## src/design/ght_ram.sv

```systemverilog
// ----------------------------------------------------------------------------
// ght_ram - simple dual-port synchronous RAM
// One write port, one read port, registered read data.
// ----------------------------------------------------------------------------
module ght_ram #(
  parameter int DATA_W = 8,
  parameter int DEPTH  = 16,
  parameter int ADDR_W = $clog2(DEPTH)
) (
  input  logic              clk,
  input  logic              we,
  input  logic [ADDR_W-1:0] waddr,
  input  logic [DATA_W-1:0] wdata,
  input  logic              re,
  input  logic [ADDR_W-1:0] raddr,
  output logic [DATA_W-1:0] rdata
);

  logic [DATA_W-1:0] mem [DEPTH];

  always_ff @(posedge clk) begin
    if (we) begin
      mem[waddr] <= wdata;
    end
  end

  always_ff @(posedge clk) begin
    if (re) begin
      rdata <= mem[raddr];
    end
  end

endmodule

```

## config.mk

```make
export PLATFORM = sky130hd
export DESIGN_NAME = ght_ram
export DESIGN_NICKNAME = d
export VERILOG_FILES = /design/src/design/ght_ram.sv
export SDC_FILE = /design/constraint.sdc
export NUM_CORES = 1
export LEC_CHECK = 0
export ABC_AREA = 1
export BUFFER_PORTS_ARGS = -buffer_cell sky130_fd_sc_hd__buf_2
export CORE_ASPECT_RATIO = 0.5
export CORE_MARGIN = 5
export CORE_UTILIZATION = 53
export CTS_CLUSTER_DIAMETER = 200
export CTS_CLUSTER_SIZE = 24
export DETAILED_ROUTE_END_ITERATION = 8
export GPL_ROUTABILITY_DRIVEN = 0
export GPL_TIMING_DRIVEN = 0
export PLACE_DENSITY = 0.7
export SETUP_SLACK_MARGIN = 0.1
export SLEW_MARGIN = 25
export SYNTH_ARGS = -nofsm -noshare
export SYNTH_HDL_FRONTEND = slang
export SYNTH_SLANG_ARGS = --single-unit
```

## constraint.sdc

```tcl
create_clock -name clk -period 1.2 [get_ports clk]
set_input_delay 0.18 -clock clk [delete_from_list [all_inputs] [get_ports clk]]
set_output_delay 0.18 -clock clk [all_outputs]
set_load 0.01 [all_outputs]
```

**Word-level counts from Yosys, hierarchy flattened**

Memory sizes are Yosys's and may differ from the RTL's. A register that Yosys moved wholly into a read port is not among the register bits.
Index checks and enable logic that the tools add are counted.

- Register bits: 0
- Input port bits: 19
- Bits in writable memories: 128
- Memories kept: 1
- Word-level logic and storage cells: 3
- Output and inout port bits: 8

Memory list:

| name | words | bits a word | rd ports | clocked after memory_dff | write ports | line | RTL |
|---|---|---|---|---|---|---|---|
| mem | 16 | 8 | 1 | 1 | 1 | 19 | `logic [DATA_W-1:0] mem [DEPTH];` |

- Mux-type cells: 2

Operator list:

| kind | number |
|---|---|
| two-way mux 1 bit | 2 |

**Depth between registers and ports, before layout**

- Depth after elaboration: 2
- Depth in mapped cells: 8
- Depth with buffers taken out: 7

**Worst setup path after synthesis**

OpenSTA, ideal clock, no wires.

- Path type: input -> register
- From: in waddr[3]
- To: mem mem[4][0] (enable)
- Library setup time: 0.370 ns
- Data arrival time: 0.761 ns
- Setup slack: 0.069 ns
- Required time: 0.830 ns
- Cell stages on the path: 2
- Path through: nand3b_1 nor2_1

RTL lines:

| item | line | RTL |
|---|---|---|
| start: declaration | 12 | `input logic [ADDR_W-1:0] waddr,` |
| end: declaration | 19 |  |

Straight into the memory's write port.

==> flow_metrics.py <==
metrics = {
    "grt": {
        "grt_antenna_before_repair": 0,
        "grt_first_pass_wirelength_um": 21470,
        "global_route.overflow_total": 0,
        "pin_count_of_the_biggest_net_entering_global_routing": 17,
        "grtUsageTotal_pct": 22.24,
        "number_of_global_route_vias_before_repair": 3843,
    },
    "yosys": {
        "compound_gate_portion_of_the_synthesized_area_pct": 0,
        "syn-cell-area_sq_mm": 0.005847,
        "synth_area_per_cell_sq_um": 10.61,
        "postSynthCellCount": 551,
        "synth-warning-count": 0,
        "synthDistinctLibCells": 11,
        "largest_family_of_logic_cells_by_synthesized_area": "simple AND/OR/NAND/NOR gates",
        "synth_sequential_area_ratio_pct": 69.85,
        "post_synth_mux_area_share_pct": 0,
        "synthXorXnorAreaFrac_pct": 0,
        "synthesized_area_fraction_occupied_by_adder_cells_pct": 0,
        "ys_seq_elements": 136,
        "synth_fp_nets": 570,
        "simple_gate_portion_of_the_synthesized_area_pct": 20.76,
    },
    "power_and_ir_drop": {
        "p_clk_share_pct": 45.1,
        "power_mw": 11.16,
        "cellPowerDensity_mw_per_mm2": 1618,
        "power.sequential.fraction_pct": 48.2,
        "pwr-share-comb_pct": 6.7,
        "switching_power_mw": 2.372,
        "internal_power_mw": 8.787,
        "power.leakage_nw": 2.944,
        "peakVddDrop_mv": 1.147,
        "proportion_of_total_power_due_to_net_switching_pct": 21.26,
    },
    "floorplanning": {
        "die_area_sq_mm": 0.01336,
        "die_y_um": 84.27,
        "die-width_um": 158.5,
        "num_rows": 27,
        "floorplan.core_area_sq_mm": 0.01088,
        "pin_count": 27,
        "initial_core_util_pct": 53.75,
    },
    "clock_tree": {
        "clk_pin_slew_worst_paths_ps": 60,
        "cts_post_setup_buffers_inserted": 0,
        "clock_h_tree_levels": 4,
        "clk_latency_ps": 410,
        "tritoncts": "done",
        "cts_buffers": 17,
        "cts_max_path_buffers": 2,
        "clock-sinks": 136,
        "clock_root_buffer": "sky130_fd_sc_hd__clkbuf_16",
    },
    "critical_path": {
        "timing.critical_path.from_type": "flip-flop",
        "arrival_ps": 1290,
        "ff2ff_path_depth": 6,
        "endpoint_kind": "flip-flop",
        "critical_path_destination": "rdata[4]",
        "cp_cell_sequence": "inv_1 -> nand2_1 -> nand3_2 -> nand3_2 -> nand3_2 -> nand2_1",
        "critical_path_peak_fanout": 1,
        "r2r_start": "mem[5][4]",
        "timing.critical_path.slowest_stage_cell": "sky130_fd_sc_hd__edfxtp_1",
        "critical-path-top-cell-by-count": "sky130_fd_sc_hd__nand3_2",
        "worstSetupPathType": "reg2reg",
        "critPathMaxStageDelay_ps": 390,
        "worst-endpoint-required_ps": 1360,
        "crit_path_start": "mem[5][4]",
        "timing.rr.end": "rdata[4]",
        "r2r_setup_slack_ps": 70,
    },
    "detailed_routing": {
        "final_antenna_net_count": 0,
        "detail_route.wirelength_um": 14000,
        "initialDrtViolationCount": 442,
        "drt_drc_violations_left": 0,
        "drt_pass1_iterations": 5,
        "avgViaCountPerCell": 5.354,
        "wl_per_cell_um": 18.70,
        "via_count": 4010,
    },
    "sta": {
        "period_needed_ps": 1132,
        "headroom_to_the_max_slew_limit_pct": 55.91,
        "fin_skew_ps": 5.674,
        "timing.final.setup_violations": 0,
        "rsz0062_at_grt": "yes",
        "drv_slew": 0,
        "final.setup.worst_slack_ps": 68.40,
        "min_period_over_period_pct": 94.30,
        "max_freq_mhz": 883.7,
        "tightestPinTransition_ps": 658.9,
        "finalHoldWorstSlack_ps": 122.0,
        "finalHoldViolCount": 0,
    },
    "placed_design": {
        "place.detailed.hpwl_um": 9003,
        "placement.setup.worst_slack_ps": -506.3,
        "buffer_ports.inserted": 23,
        "post_dp_cell_area_sq_mm": 0.006143,
    },
    "run_status": {
        "run_status": "completed",
    },
    "layout": {
        "final_core_utilization_pct": 63.39,
        "nets": 612,
        "drive_above_1_share_pct": 19.37,
        "finalInstanceArea_sq_mm": 0.006895,
        "num_antenna_cells": 0,
        "area_growth_syn_to_layout_pct": 17.93,
        "filler_cell_count": 829,
    },
    "flow_run": {
        "drv.max_cap_violation_count": 0,
    },
    "hold_path": {
        "hold_path.class": "in2reg",
    },
}
-- critical path: cells and delay by family, from the launching register on --
family        cells  cell delay (ps)
buf+inv           1               60
simple gates      5              430
flops             1              390
-- sequential cells by signal, summed over array words and instances, names as in the netlist --
signal / count
mem: 128
rdata: 8
-- layout make-up --
class / instances / area (sq um) / area share (%)
repair buffers: 23 / 115.1 / 1.669
clock inverters: 10 / 130.1 / 1.887
well taps: 145 / 181.4 / 2.631
inverters: 102 / 382.9 / 5.553
plain buffers: 24 / 168.9 / 2.450
clock buffers: 20 / 436.7 / 6.333
multi-input cells: 289 / 1396 / 20.25
flip-flops and latches: 136 / 4084 / 59.23
-- power by group through the flow --
stage	sequential, mW	clock (mW)	combinational (mW)
after CTS	5.38	5.06	0.718
after detailed placement	5.48	0	0.683
after global routing	5.39	5.33	0.812
after floorplan	5.49	0	0.375
after global placement	5.47	0	0.671
final	5.38	5.03	0.752
-- layer usage --
metal  track usage (%)  part of all wire (%)  vias up
met4             8.359                   2.5        0
li1                  -                     -     1867
met1             30.76                    42     1914
met2             34.63                    47      195
met3             5.098                   9.1       34
met5                 0                     0        -
-- layout by cell type, fill, tap and decap left out --
| master | count |
|---|---|
| sky130_fd_sc_hd__inv_1 | 100 |
| sky130_fd_sc_hd__clkinv_1 | 2 |
| sky130_fd_sc_hd__nor2_1 | 2 |
| sky130_fd_sc_hd__buf_1 | 1 |
| sky130_fd_sc_hd__nand3_1 | 72 |
| sky130_fd_sc_hd__clkbuf_1 | 3 |
| sky130_fd_sc_hd__nand3_2 | 25 |
| sky130_fd_sc_hd__inv_2 | 2 |
| sky130_fd_sc_hd__clkinvlp_4 | 3 |
| sky130_fd_sc_hd__clkbuf_16 | 17 |
| sky130_fd_sc_hd__bufinv_16 | 3 |
| sky130_fd_sc_hd__edfxtp_1 | 136 |
| sky130_fd_sc_hd__nand3b_1 | 2 |
| sky130_fd_sc_hd__buf_2 | 35 |
| sky130_fd_sc_hd__nor2_2 | 13 |
| sky130_fd_sc_hd__nand2_1 | 169 |
| sky130_fd_sc_hd__clkbuf_4 | 1 |
| sky130_fd_sc_hd__nand2_2 | 4 |
| sky130_fd_sc_hd__nor2_4 | 2 |
| sky130_fd_sc_hd__buf_6 | 6 |
| sky130_fd_sc_hd__clkinv_2 | 2 |
| sky130_fd_sc_hd__buf_4 | 4 |
-- stage by stage --
stage / TNS (ps) / std cells
after floorplan: 0 / 551
after global placement: -43800 / 719
after detailed placement: -46940 / 719
after CTS: 0 / 749
after global routing: 0 / 749
final: 0 / 749
-- how the worst min path moves through the flow --
stage / to / start / cells past startpoint
2_1_floorplan: mem[0][0] / wdata[0] / 0
3_3_place_gp: rdata[5] / re / 1
3_5_place_dp: rdata[6] / re / 1
4_1_cts: rdata[6] / re / 1
5_1_grt: rdata[7] / re / 1
6_report: rdata[5] / re / 1
-- repair_timing --
action                     in CTS  in global routing
hold buffers                    0                  0
pin swaps                       6                  6
setup endpoints to repair      82                 88
gates resized for setup        26                 21
-- cell usage after synthesis --
master,number,area share (%)
sky130_fd_sc_hd__nand3_1,97,8.3
sky130_fd_sc_hd__inv_2,2,0.13
sky130_fd_sc_hd__buf_1,1,0.064
sky130_fd_sc_hd__buf_4,4,0.51
sky130_fd_sc_hd__edfxtp_1,136,70
sky130_fd_sc_hd__nand2_1,173,11
sky130_fd_sc_hd__buf_6,6,1.2
sky130_fd_sc_hd__buf_2,13,1.1
sky130_fd_sc_hd__nor2_1,17,1.1
sky130_fd_sc_hd__nand3b_1,2,0.26
sky130_fd_sc_hd__inv_1,100,6.4
-- cell families after synthesis --
family | count (synthesis)
buf+inv | 126
flops | 136
simple gates | 289
Power figures use the tool's default switching activity.
